`src/design/gti_pkg.sv`:
```
// ----------------------------------------------------------------------------
// gti_pkg
// Shared types and constants for the grid trilinear interpolator.
// ----------------------------------------------------------------------------
package gti_pkg;

    localparam int DATA_W      = 32;
    localparam int FRAC_W      = 16;
    localparam int STORE_DEPTH = 32768;
    localparam int ADDR_W      = $clog2(STORE_DEPTH);

    // per-axis weight, corner weight and accumulator widths
    localparam int W_W      = FRAC_W + 1;
    localparam int WT_W     = 3 * FRAC_W + 1;
    localparam int WT_SPLIT = 24;
    localparam int ACC_W    = DATA_W + WT_W - 1;

    localparam logic [W_W-1:0] ONE_Q16 = W_W'(32'h0001_0000);

    localparam int NUM_AXES  = 3;
    localparam int CORNERS   = 8;
    localparam int CNT_W     = $clog2(CORNERS);
    localparam int CFG_IDX_W = 3;

    localparam int DEF_SIZE_X = 32;
    localparam int DEF_SIZE_Y = 32;
    localparam int DEF_SIZE_Z = 32;

    localparam logic [DATA_W-1:0] ORIGIN_RESET   = '0;
    localparam logic [DATA_W-1:0] INV_STEP_RESET = 32'h0001_0000;

    typedef enum logic {
        CMD_WRITE = 1'b0,
        CMD_QUERY = 1'b1
    } cmd_t;

    typedef enum logic [CFG_IDX_W-1:0] {
        REG_ORIGIN_X   = 3'd0,
        REG_ORIGIN_Y   = 3'd1,
        REG_ORIGIN_Z   = 3'd2,
        REG_INV_STEP_X = 3'd3,
        REG_INV_STEP_Y = 3'd4,
        REG_INV_STEP_Z = 3'd5
    } cfg_reg_t;

    typedef enum logic [1:0] {
        AXIS_X = 2'd0,
        AXIS_Y = 2'd1,
        AXIS_Z = 2'd2
    } axis_t;

    typedef enum logic [2:0] {
        ST_IDLE,
        ST_MAP,
        ST_MAP_WAIT,
        ST_CORNER,
        ST_DRAIN,
        ST_DONE
    } state_t;

    typedef struct packed {
        logic             write_entry;
        logic             start;
        logic             map_issue;
        axis_t            map_axis;
        logic             corner_issue;
        logic [CNT_W-1:0] corner;
        logic             out_load;
    } ctl_cmd_t;

    typedef struct packed {
        logic map_busy;
        logic acc_busy;
        logic out_free;
    } dp_status_t;

endpackage

```
`src/design/gti_ctrl.sv`:
```
// ----------------------------------------------------------------------------
// gti_ctrl
// Sequencer: axis mapping passes, eight corner reads, drain, result hand-off.
// ----------------------------------------------------------------------------
module gti_ctrl
    import gti_pkg::*;
(
    input  logic       clk,
    input  logic       rst_n,
    input  logic       in_valid,
    input  logic       cmd,
    input  dp_status_t dp_status,
    output logic       in_stall,
    output ctl_cmd_t   ctl_cmd
);

    state_t           state_reg;
    state_t           state_next;
    logic [CNT_W-1:0] cnt_reg;
    logic [CNT_W-1:0] cnt_next;

    always_ff @(posedge clk or negedge rst_n)
    begin
        if (!rst_n)
        begin
            state_reg <= ST_IDLE;
            cnt_reg   <= '0;
        end
        else
        begin
            state_reg <= state_next;
            cnt_reg   <= cnt_next;
        end
    end

    // next state
    always_comb
    begin
        state_next = state_reg;
        cnt_next   = cnt_reg;
        unique case (state_reg)
            ST_IDLE:
            begin
                cnt_next = '0;
                if (in_valid && (cmd == CMD_QUERY))
                begin
                    state_next = ST_MAP;
                end
            end
            ST_MAP:
            begin
                if (cnt_reg == CNT_W'(NUM_AXES - 1))
                begin
                    cnt_next   = '0;
                    state_next = ST_MAP_WAIT;
                end
                else
                begin
                    cnt_next = cnt_reg + 1'b1;
                end
            end
            ST_MAP_WAIT:
            begin
                if (!dp_status.map_busy)
                begin
                    state_next = ST_CORNER;
                end
            end
            ST_CORNER:
            begin
                cnt_next = cnt_reg + 1'b1;
                if (cnt_reg == CNT_W'(CORNERS - 1))
                begin
                    state_next = ST_DRAIN;
                end
            end
            ST_DRAIN:
            begin
                if (!dp_status.acc_busy)
                begin
                    state_next = ST_DONE;
                end
            end
            ST_DONE:
            begin
                if (dp_status.out_free)
                begin
                    state_next = ST_IDLE;
                end
            end
            default:
            begin
                state_next = ST_IDLE;
            end
        endcase
    end

    // outputs
    always_comb
    begin
        ctl_cmd  = '0;
        in_stall = 1'b1;
        unique case (state_reg)
            ST_IDLE:
            begin
                in_stall            = 1'b0;
                ctl_cmd.write_entry = in_valid && (cmd == CMD_WRITE);
                ctl_cmd.start       = in_valid && (cmd == CMD_QUERY);
            end
            ST_MAP:
            begin
                ctl_cmd.map_issue = 1'b1;
                ctl_cmd.map_axis  = axis_t'(cnt_reg[1:0]);
            end
            ST_CORNER:
            begin
                ctl_cmd.corner_issue = 1'b1;
                ctl_cmd.corner       = cnt_reg;
            end
            ST_DONE:
            begin
                ctl_cmd.out_load = dp_status.out_free;
            end
            default:
            begin
                in_stall = 1'b1;
            end
        endcase
    end

endmodule

```
`config.mk`:
```
export PLATFORM = sky130hd
export DESIGN_NAME = gti_ctrl
export DESIGN_NICKNAME = d
export VERILOG_FILES = /design/src/design/gti_pkg.sv /design/src/design/gti_ctrl.sv
export SDC_FILE = /design/constraint.sdc
export NUM_CORES = 1
export LEC_CHECK = 0
export BUFFER_PORTS_ARGS = -buffer_cell sky130_fd_sc_hd__buf_2
export CAP_MARGIN = 20
export CORE_MARGIN = 2
export CORE_UTILIZATION = 30
export DETAILED_ROUTE_END_ITERATION = 12
export GPL_TIMING_DRIVEN = 0
export PLACE_DENSITY = 0.56
export SETUP_SLACK_MARGIN = 0.3
export SYNTH_ARGS = -nofsm -noshare
export SYNTH_HDL_FRONTEND = slang
export SYNTH_SLANG_ARGS = --single-unit
```
`constraint.sdc`:
```
create_clock -name clk -period 2.56 [get_ports clk]
set_input_delay 0.384 -clock clk [delete_from_list [all_inputs] [get_ports clk]]
set_output_delay 0.384 -clock clk [all_outputs]
set_load 0.05 [all_outputs]
```
# Word-level counts from Yosys, hierarchy flattened
# Cells that the tools add are included.
# W data, S select, Z words.
[op_classes]
n_shift = 0
muxes = 14
multipliers = 0
reduce_logical = 5
div = 0
eq_ne = 13
addsub = 1
n_bitwise = 1
order_cmp = 0
[op_table]
columns = ["operator", "n"]
rows = [
  ["$mux W3", 8],
  ["$pmux W3 S6", 1],
  ["$ne A2 B2 Y1 const B", 6],
  ["$eq A3 B2 Y1 const B", 3],
  ["$eq A3 B3 Y1 const B", 3],
  ["$pmux W3 S3", 1],
  ["$reduce_and A6 Y1", 1],
  ["$mux W4", 1],
  ["$add A3 B1 Y3 const B", 1],
  ["$eq A3 B1 Y1 const B", 1],
  ["$logic_not A3 Y1", 1],
  ["$reduce_bool A3 Y1", 1],
  ["$logic_and A1 B1 Y1", 2],
  ["$mux W1", 2],
  ["$mux W2", 1],
  ["$not A1 Y1", 1],
]
[word_totals]
mem_count = 0
register_bits = 6
latch_bits = 0
ram_bits = 0
input_bits = 7
romBits = 0

# Longest topological paths before layout
# Gate-level depths: netlist (run 1).
[depth]
word_depth = 3
depth_mapped = 5
depth_no_buf = 5

# Worst setup path before layout (run 1)
# No wires, ideal clock.
[synth_path]
path_kind = "register -> output"
from = "register state_reg[2]"
to = "output port ctl_cmd[6] (netlist name)"
path_stages_with_launch = 5
arrival_time_ps = 1875
slack_ps = 301
t_required_ps = 2176
cell_sequence = "dfrtp_1 -> buf_4 -> nand2b_4 -> nor2_1 -> and2_1"
[synth_rtl]
columns = ["element", "line", "rtl"]
rows = [
  ["from (decl)", "gti_ctrl.sv:17", "state_t state_reg;"],
  ["from (signal assigned)", "gti_ctrl.sv:31", "state_reg <= state_next;"],
  ["to (decl)", "gti_ctrl.sv:14", "output ctl_cmd_t ctl_cmd"],
]

==> impl_metrics.yaml, run 1 <==
global_route:
  grt_antenna_before_repair: 0
  via_count_of_the_first_global_routing_pass: 405
  busiest_layer: "met2"
  grt_overflow: 0
  grt.met1_usage: 0.148
  grt_first_pass_wirelength_um: 1610
  grt_use_met2: 0.176
  grt_start_max_net_pins: 11
  globalRouteTotalUtil: 0.114
  use_met3: 0.0128
die:
  die_y_um: 43.3
  core.rowCount: 14
  chipWidth_um: 43.3
  initial_core_utilization: 0.315
  ios: 18
  core_box_area_mm2: 0.00147
  floorplan.die_area_mm2: 0.00187
clock_network:
  clk_pin_slew_worst_paths_ns: 0.04
  root_buffer: "clkbuf_4"
  tritoncts_clock_tree: "done"
  h-tree-depth: 1
  post-cts-setup-buffer-count: 0
  cts_made_buffers: 3
  clk_latency_ns: 0.24
  cts.path.max_buffers: 2
  sinks_on_clock_net: 6
worst_setup_path:
  cells_along_the_critical_path: "buf_4, nor3_2, and3_1, buf_2"
  critical_path_class: "register to primary output"
  critical_path.startpoint_type: "register"
  required_ns: 2.18
  cp_max_fanout: 10
  cp.buffers_inverters: 2
  cp_top_family: "buffers and inverters"
  slowest_delay_ns: 0.38
  cp.arrival_ns: 1.44
  kind_of_end_point_of_the_critical_path: "primary output"
  critPathSlowestCell: "dfrtp_1"
sta:
  worst_pin_slew_ns: 0.288
  report.final.hold_viol_count: 0
  fmaxAchievable_ghz: 0.547
  report.final.setup_viol: 0
  final_min_period_over_clock_period: 0.714
  fin_setup_tns_ns: 0
  slew-limit-headroom: 0.807
  grt_setup_unrepaired: "false"
  maxSlewViolCount: 0
  finClkSkew_ns: 0.000287
  min_period_ns: 1.83
  fin_worst_hold_slack_ns: 0.491
yosys:
  yosys-top-cells-area: "dfrtp_1 32%, ha_1 8.1%, and3_1 5.4%"
  synth.distinct_cells: 27
  synth_ff_type: "dfrtp_1"
  yosysMostFrequentCell: "dfrtp_1"
  gate_count_of_the_mapped_netlist: 51
  synth_area_um2: 463
  synth_edf_count: 0
  syn-num-nets: 61
  post-synth-top-area-cell: "dfrtp_1"
  post_synth.cell_area_avg_um2: 9.08
  post_synth_most_frequent_cells: "6 x dfrtp_1, 5 x nor2_1, 4 x and3_1"
  asyncSetResetFlopFracSynth: 1.00
  yosys_warnings: 0
  post-synth-top-area-fraction: 0.324
  synth_sequential_area_ratio: 0.324
  ys_seq_elements: 6
finish:
  layout-drive-gt1-share: 0.389
  finish.net_count: 84
  final_antenna_diode_count: 0
  nFillCells: 161
  syn_to_final_growth_pct: 29.7
  final_core_util: 0.408
hold_path:
  hold_path.class: "input port to async pin"
pwr:
  power.total_uw: 847
  worst_ir_drop_vdd_uv: 399
  power_per_cell_area_mw_per_mm2: 1410
  static_leakage_nw: 0.318
drt:
  vias_per_cell: 4.83
  vias: 425
  drt_first_pass_iters: 4
  ant_nets: 0
  detail_route.drc_violations: 0
  dr.first_iter.drc_count: 7
  wirelength_um: 942
  per_cell_routed_wire_length_um: 10.7
outcome:
  outcome: "finished, final reports clean"
job:
  cap_violations: 0
placement:
  post-dp-hpwl_um: 767
  gp_congestion: 0.636
  buffer_ports.inserted: 17
## through the flow
stage,instances,cell area (um2),setup WS [ns]
after floorplan,51,463,0.301
after global placement,84,568,0.974
after global routing,88,601,0.620
final,88,601,0.731
after CTS,88,601,0.709
after detailed placement,84,568,0.973
## worst paths after layout
check	from	endpoint	slack (ns)	cells past startpoint
max	state_reg[2]	ctl_cmd[8]	0.73	4
min	rst_n	state_reg[1]	0.49	2
max reg2reg	cnt_reg[0]	state_reg[0]	1.21	4
min reg2reg	cnt_reg[0]	cnt_reg[0]	0.55	1
max in group asynchronous	rst_n	cnt_reg[2]	1.94	2
min in group clk	dp_status[0]	state_reg[2]	0.50	3
## per-layer routing
metal	share of wire	wire length, um	vias up
li1	-	-	223
met4	0.020	19	0
met2	0.47	440	7
met3	0.023	22	2
met1	0.49	461	193
met5	0	0	-
## cells by family after synthesis
| family | Yosys count | share of synthesized area |
|---|---|---|
| adder cells (fa/ha/maj) | 3 | 0.0811 |
| AO/OA/AOI/OAI | 13 | 0.184 |
| flip-flops | 6 | 0.324 |
| buffers and inverters | 5 | 0.0594 |
| AND/OR/NAND/NOR | 24 | 0.351 |
## cells in the final DEF, fill, tap and decap left out
| cell | Yosys | routed |
|---|---|---|
| a211oi_1 | 2 | 2 |
| a21o_1 | 1 | 1 |
| a21oi_1 | 2 | 2 |
| a22oi_1 | 1 | 1 |
| and2_1 | 2 | 2 |
| and3_1 | 4 | 4 |
| buf_2 | 1 | 18 |
| buf_4 | 2 | 2 |
| clkbuf_4 | 0 | 3 |
| dfrtp_1 | 6 | 6 |
| dlygate4sd3_1 | 0 | 1 |
| ha_1 | 3 | 3 |
| inv_1 | 2 | 2 |
| nand2_1 | 3 | 3 |
| nand2b_1 | 1 | 1 |
| nand2b_2 | 1 | 1 |
| nand2b_4 | 1 | 1 |
| nand4bb_1 | 1 | 1 |
| nor2_1 | 5 | 5 |
| nor2b_1 | 1 | 1 |
| nor2b_4 | 1 | 1 |
| nor3_1 | 1 | 1 |
| nor3_2 | 1 | 1 |
| nor3b_1 | 1 | 1 |
| nor3b_2 | 1 | 1 |
| o21ai_0 | 3 | 3 |
| o21ai_1 | 1 | 1 |
| o31ai_1 | 2 | 2 |
| o32a_1 | 1 | 1 |
## cell type report
| type | count | area (um2) | share of cell area |
|---|---|---|---|
| buffer | 3 | 20.0 | 0.0333 |
| clock buffer | 3 | 22.5 | 0.0375 |
| tap | 16 | 20.0 | 0.0333 |
| multi-input combinational | 40 | 285 | 0.475 |
| sequential | 6 | 150 | 0.250 |
| timing repair buffer | 18 | 95.1 | 0.158 |
| inverter | 2 | 7.51 | 0.0125 |
## repair_timing
action / CTS / global route
gates resized for setup: 0 / 0
hold endpoints to repair: 6 / 0
hold buffers: 1 / 0
## where the power goes
group          switching, mW  internal [mW]  leakage (nW)
Clock                 0.0297         0.0527        0.0138
Combinational          0.391          0.193         0.231
Sequential            0.0439          0.137        0.0728
Total                  0.465          0.382         0.318
(Power assumes the default switching activity.)
==> run 2: changes to the inputs <==
PLACE_DENSITY = 0.58   (was 0.56)
clock period = 1.5 ns   (was 2.56 ns; I/O delays follow)
==> run 2 against run 1 <==
  * The run now ends with negative setup slack left
  * Design area up 89%
  * First-iteration DRC count unchanged
  * Clock-buffer cell count unchanged
  * Largest cell class unchanged
  * Largest power group unchanged
==> impl_metrics.yaml, run 2 (synthesis results as in run 1) <==
finish:
  syn_to_final_growth_pct: 145
  finish.net_count: 108
  nFillCells: 93
  layout.cells.most_common: "buf_6"
  layout-drive-gt1-share: 0.833
  final_cells: 112
  finalInstanceArea_mm2: 0.00113
  final_cell_mix: "17 x buf_6, 12 x buf_4, 8 x buf_8"
  final_antenna_diode_count: 0
worst_setup_path:
  cp.arrival_ns: 1.37
  required_ns: 1.27
  critical_path_class: "register to primary output"
  critical_path.startpoint_type: "register"
  cp_max_fanout: 5
  kind_of_end_point_of_the_critical_path: "primary output"
sta:
  timing.final.ws_setup_ns: -0.0975
  slew-limit-headroom: 0.729
  report.final.hold_viol_count: 0
  min_period_ns: 1.60
  final_min_period_over_clock_period: 1.06
  maxSlewViolCount: 0
  finClkSkew_ns: 0.00176
  grt_setup_unrepaired: "true"
  worst_pin_slew_ns: 0.406
  report.final.setup_viol: 9
  fmaxAchievable_ghz: 0.626
drt:
  vias: 593
  ant_nets: 0
  detail_route.drc_violations: 0
  wirelength_um: 1900
  per_cell_routed_wire_length_um: 16.9
  drt_first_pass_iters: 4
  dr.first_iter.drc_count: 7
  vias_per_cell: 5.29
clock_network:
  clk_latency_ns: 0.24
  tritoncts_clock_tree: "done"
  root_buffer: "clkbuf_4"
  cts.path.max_buffers: 2
  sinks_on_clock_net: 6
  clk_pin_slew_worst_paths_ns: 0.04
  cts_made_buffers: 3
  h-tree-depth: 1
outcome:
  outcome: "finished, violations left"
  failed_checks: "negative setup slack"
pwr:
  worst_ir_drop_vdd_uv: 1240
  power_per_cell_area_mw_per_mm2: 2510
  static_leakage_nw: 0.503
hold_path:
  hold_path.class: "input port to async pin"
global_route:
  grt_start_max_net_pins: 11
  grt_antenna_before_repair: 0
  grt_overflow: 0
  globalRouteTotalUtil: 0.202
  via_count_of_the_first_global_routing_pass: 596
  grt_first_pass_wirelength_um: 2790
die:
  chipWidth_um: 43.3
  core.rowCount: 14
  floorplan.die_area_mm2: 0.00187
  initial_core_utilization: 0.315
  ios: 18
  core_box_area_mm2: 0.00147
  die_y_um: 43.3
placement:
  gp_congestion: 0.727
  post-dp-hpwl_um: 818
  postPlaceCellArea_um2: 637
  buffer_ports.inserted: 17
  placed_cells: 84
job:
  cap_violations: 0
[run 2: path summary, 6_finish.rpt]
kind / startpoint / to / slack (ns) / depth (start not counted)
max in group asynchronous: rst_n / state_reg[1] / 1.01 / 2
worst max register to register: state_reg[1] / cnt_reg[2] / 0.04 / 8
worst min register to register: cnt_reg[1] / cnt_reg[1] / 0.64 / 2
worst min-delay path: rst_n / cnt_reg[0] / 0.34 / 2
worst max-delay path: state_reg[2] / ctl_cmd[8] / -0.1 / 4
min in group clk: dp_status[0] / state_reg[2] / 0.34 / 3
[run 2: report_power, final]
| part | leakage (nW) | switching, mW | total [mW] | internal [mW] |
|---|---|---|---|---|
| logic | 0.420 | 1.09 | 2.34 | 1.25 |
| registers | 0.0695 | 0.120 | 0.361 | 0.242 |
| clock network | 0.0138 | 0.0510 | 0.141 | 0.0900 |
[run 2: area by class of cell]
| cell class | count | area (um2) | area share |
|---|---|---|---|
| sequential | 6 | 154 | 0.136 |
| multi-input combinational | 40 | 467 | 0.411 |
| buffer | 3 | 37.5 | 0.0331 |
| clock buffer | 3 | 22.5 | 0.0198 |
| timing repair buffer | 42 | 424 | 0.374 |
| tap | 16 | 20.0 | 0.0176 |
| inverter | 2 | 10.0 | 0.00882 |
[run 2: worst max-delay path: stages, from the launching register on]
cell and delay [ns]:
dfrtp_1 0.40, buf_6 0.15, nor3_4 0.22, and3_4 0.22
buf_8 0.14
[run 2: routing by layer]
layer	vias up	share of wire	global-route usage	wire, um
met4	0	0.0042	0.103	8
met3	2	0.024	0.0298	45
met5	-	0	0	0
li1	278	-	-	-
met2	21	0.53	0.325	997
met1	292	0.45	0.257	844
[run 2: timing repair]
| item | in CTS | in global routing |
|---|---|---|
| setup buffers | 14 | 10 |
| hold buffers | 1 | 0 |
| gates resized for setup | 57 | 15 |
| pin swaps | 15 | 16 |
| endpoints found under the setup margin | 14 | 17 |
| hold endpoints to repair | 6 | 0 |
[run 2: metrics by stage]
stage	hold WS [ns]	power [mW]	setup WS [ns]	setup TNS [ns]	utilization
6_report	0.336	2.85	-0.0975	-0.426	0.771
2_1_floorplan	-0.0706	1.24	0.0325	0	-
3_3_place_gp	0.0478	1.44	-0.0193	-0.0372	0.433
3_5_place_dp	0.0498	1.46	-0.0364	-0.0654	0.433
5_1_grt	0.317	2.99	-0.167	-1.04	0.771
4_1_cts	0.327	2.36	-0.0584	-0.126	0.679
==> run 3: changes to the inputs <==
PLACE_DENSITY = 0.63   (was 0.58)
==> run 3 against run 2 <==
  * The flow still finishes with violations (negative setup slack)
  * Total power is 14% lower
  * Hold slack better by 0.0075 ns
  * Setup slack better by 0.018 ns
  * Largest cell class unchanged
  * Non-clock buffer count is 8 lower
  * Routed wire length is 21% lower
  * Sequential share of layout area is 1.6 points higher
  * Utilization is 8.2 points lower
  * Design area is 11% lower
  * Clock skew is 0.0029 ns higher
==> impl_metrics.yaml, run 3 (synthesis results as in run 1) <==
pwr:
  power_per_cell_area_mw_per_mm2: 2410
  worst_ir_drop_vdd_uv: 1090
  static_leakage_nw: 0.453
  power.total_mw: 2.44
worst_setup_path:
  required_ns: 1.27
  ff2ff_setup_slack_ns: 0.20
  critical_path_class: "register to primary output"
  kind_of_end_point_of_the_critical_path: "primary output"
  cp_max_fanout: 3
  cp.arrival_ns: 1.35
  critical_path.startpoint_type: "register"
drt:
  wirelength_um: 1500
  dr.first_iter.drc_count: 6
  detail_route.drc_violations: 0
  per_cell_routed_wire_length_um: 14.5
  vias_per_cell: 5.09
  vias: 529
  drt_first_pass_iters: 4
  ant_nets: 0
global_route:
  grt_use_met2: 0.266
  grt_start_max_net_pins: 11
  grt.met1_usage: 0.239
  via_count_of_the_first_global_routing_pass: 495
  globalRouteTotalUtil: 0.170
  busiest_layer: "met2"
  use_met3: 0.0128
  grt_overflow: 0
  grt_first_pass_wirelength_um: 2350
  grt_antenna_before_repair: 0
die:
  chipWidth_um: 43.3
  core_box_area_mm2: 0.00147
  core.rowCount: 14
  die_y_um: 43.3
  floorplan.die_area_mm2: 0.00187
  ios: 18
  initial_core_utilization: 0.315
clock_network:
  h-tree-depth: 1
  clk_pin_slew_worst_paths_ns: 0.04
  clk_latency_ns: 0.24
  root_buffer: "clkbuf_4"
  tritoncts_clock_tree: "done"
  sinks_on_clock_net: 6
  cts_made_buffers: 3
  cts.path.max_buffers: 2
sta:
  maxSlewViolCount: 0
  slew-limit-headroom: 0.821
  fmaxAchievable_ghz: 0.633
  timing.final.ws_setup_ns: -0.0792
  report.final.setup_viol: 4
  worst_pin_slew_ns: 0.268
  report.final.hold_viol_count: 0
  final_min_period_over_clock_period: 1.05
  finClkSkew_ns: 0.00466
  min_period_ns: 1.58
  grt_setup_unrepaired: "true"
placement:
  gp_congestion: 0.684
  buffer_ports.inserted: 17
  placed_cells: 84
  post-dp-hpwl_um: 791
  postPlaceCellArea_um2: 637
finish:
  finish.net_count: 100
  layout.cells.most_common: "buf_4"
  final_antenna_diode_count: 0
  layout-drive-gt1-share: 0.784
  final_cells: 104
  seqCellArea_um2: 154
  multiInputGateArea_um2: 440
  final_cell_mix: "14 x buf_4, 9 x buf_8, 6 x buf_6, 6 x buf_2, 4 x and3_4"
  nFillCells: 103
  finalInstanceArea_mm2: 0.00101
  syn_to_final_growth_pct: 119
outcome:
  outcome: "finished, violations left"
  failed_checks: "negative setup slack"
hold_path:
  hold_path.class: "input port to async pin"
job:
  cap_violations: 0
[run 3: final cells by class]
class,instances,share of cell area
sequential,6,0.152
timing repair buffer,34,0.329
tap,16,0.0197
buffer,3,0.0333
inverter,2,0.00986
multi-input combinational,40,0.434
clock buffer,3,0.0222
[run 3: final timing paths]
path,cells after the start,end,from
setup / recovery,4,ctl_cmd[8],state_reg[1]
hold / removal,2,cnt_reg[1],rst_n
setup reg to reg,5,state_reg[0],cnt_reg[0]
hold reg to reg,1,cnt_reg[0],cnt_reg[0]
max in group asynchronous,2,state_reg[1],rst_n
min in group clk,3,state_reg[2],dp_status[0]
[run 3: metrics by stage]
stage	worst slack, ns	TNS (ns)	hold slack (ns)	utilization
after floorplan	0.0325	0	-0.0706	-
after global placement	-0.0179	-0.0339	0.0473	0.433
after detailed placement	-0.0404	-0.0665	0.0489	0.433
after CTS	-0.0699	-0.200	0.325	0.661
after global routing	-0.123	-0.560	0.352	0.690
final	-0.0792	-0.210	0.343	0.690
[run 3: repair_timing]
action / CTS / global route
hold buffers: 1 / 0
gates resized for setup: 54 / 3
endpoints found under the setup margin: 14 / 16
pin swaps: 12 / 6
hold endpoints to repair: 6 / 0
setup buffers: 12 / 4
[run 3: layer usage]
layer  up-vias  wire length [um]  part of all wire
li1        255                 -                 -
met1       265               657              0.44
met2         9               815              0.54
met3         0                30             0.020
met4         0                 0                 0
met5         -                 0                 0
[run 3: power by group]
group	switching, mW	internal (mW)	total [mW]	leakage [nW]
Combinational	0.949	0.989	1.94	0.369
Clock	0.0503	0.0900	0.140	0.0138
Sequential	0.121	0.242	0.363	0.0695
Total	1.12	1.32	2.44	0.453
[run 3: critical path: stages (launching register included)]
cell and delay, ns:
dfrtp_2 0.42, buf_8 0.13, nor3_4 0.22, and3_4 0.21, buf_8 0.14
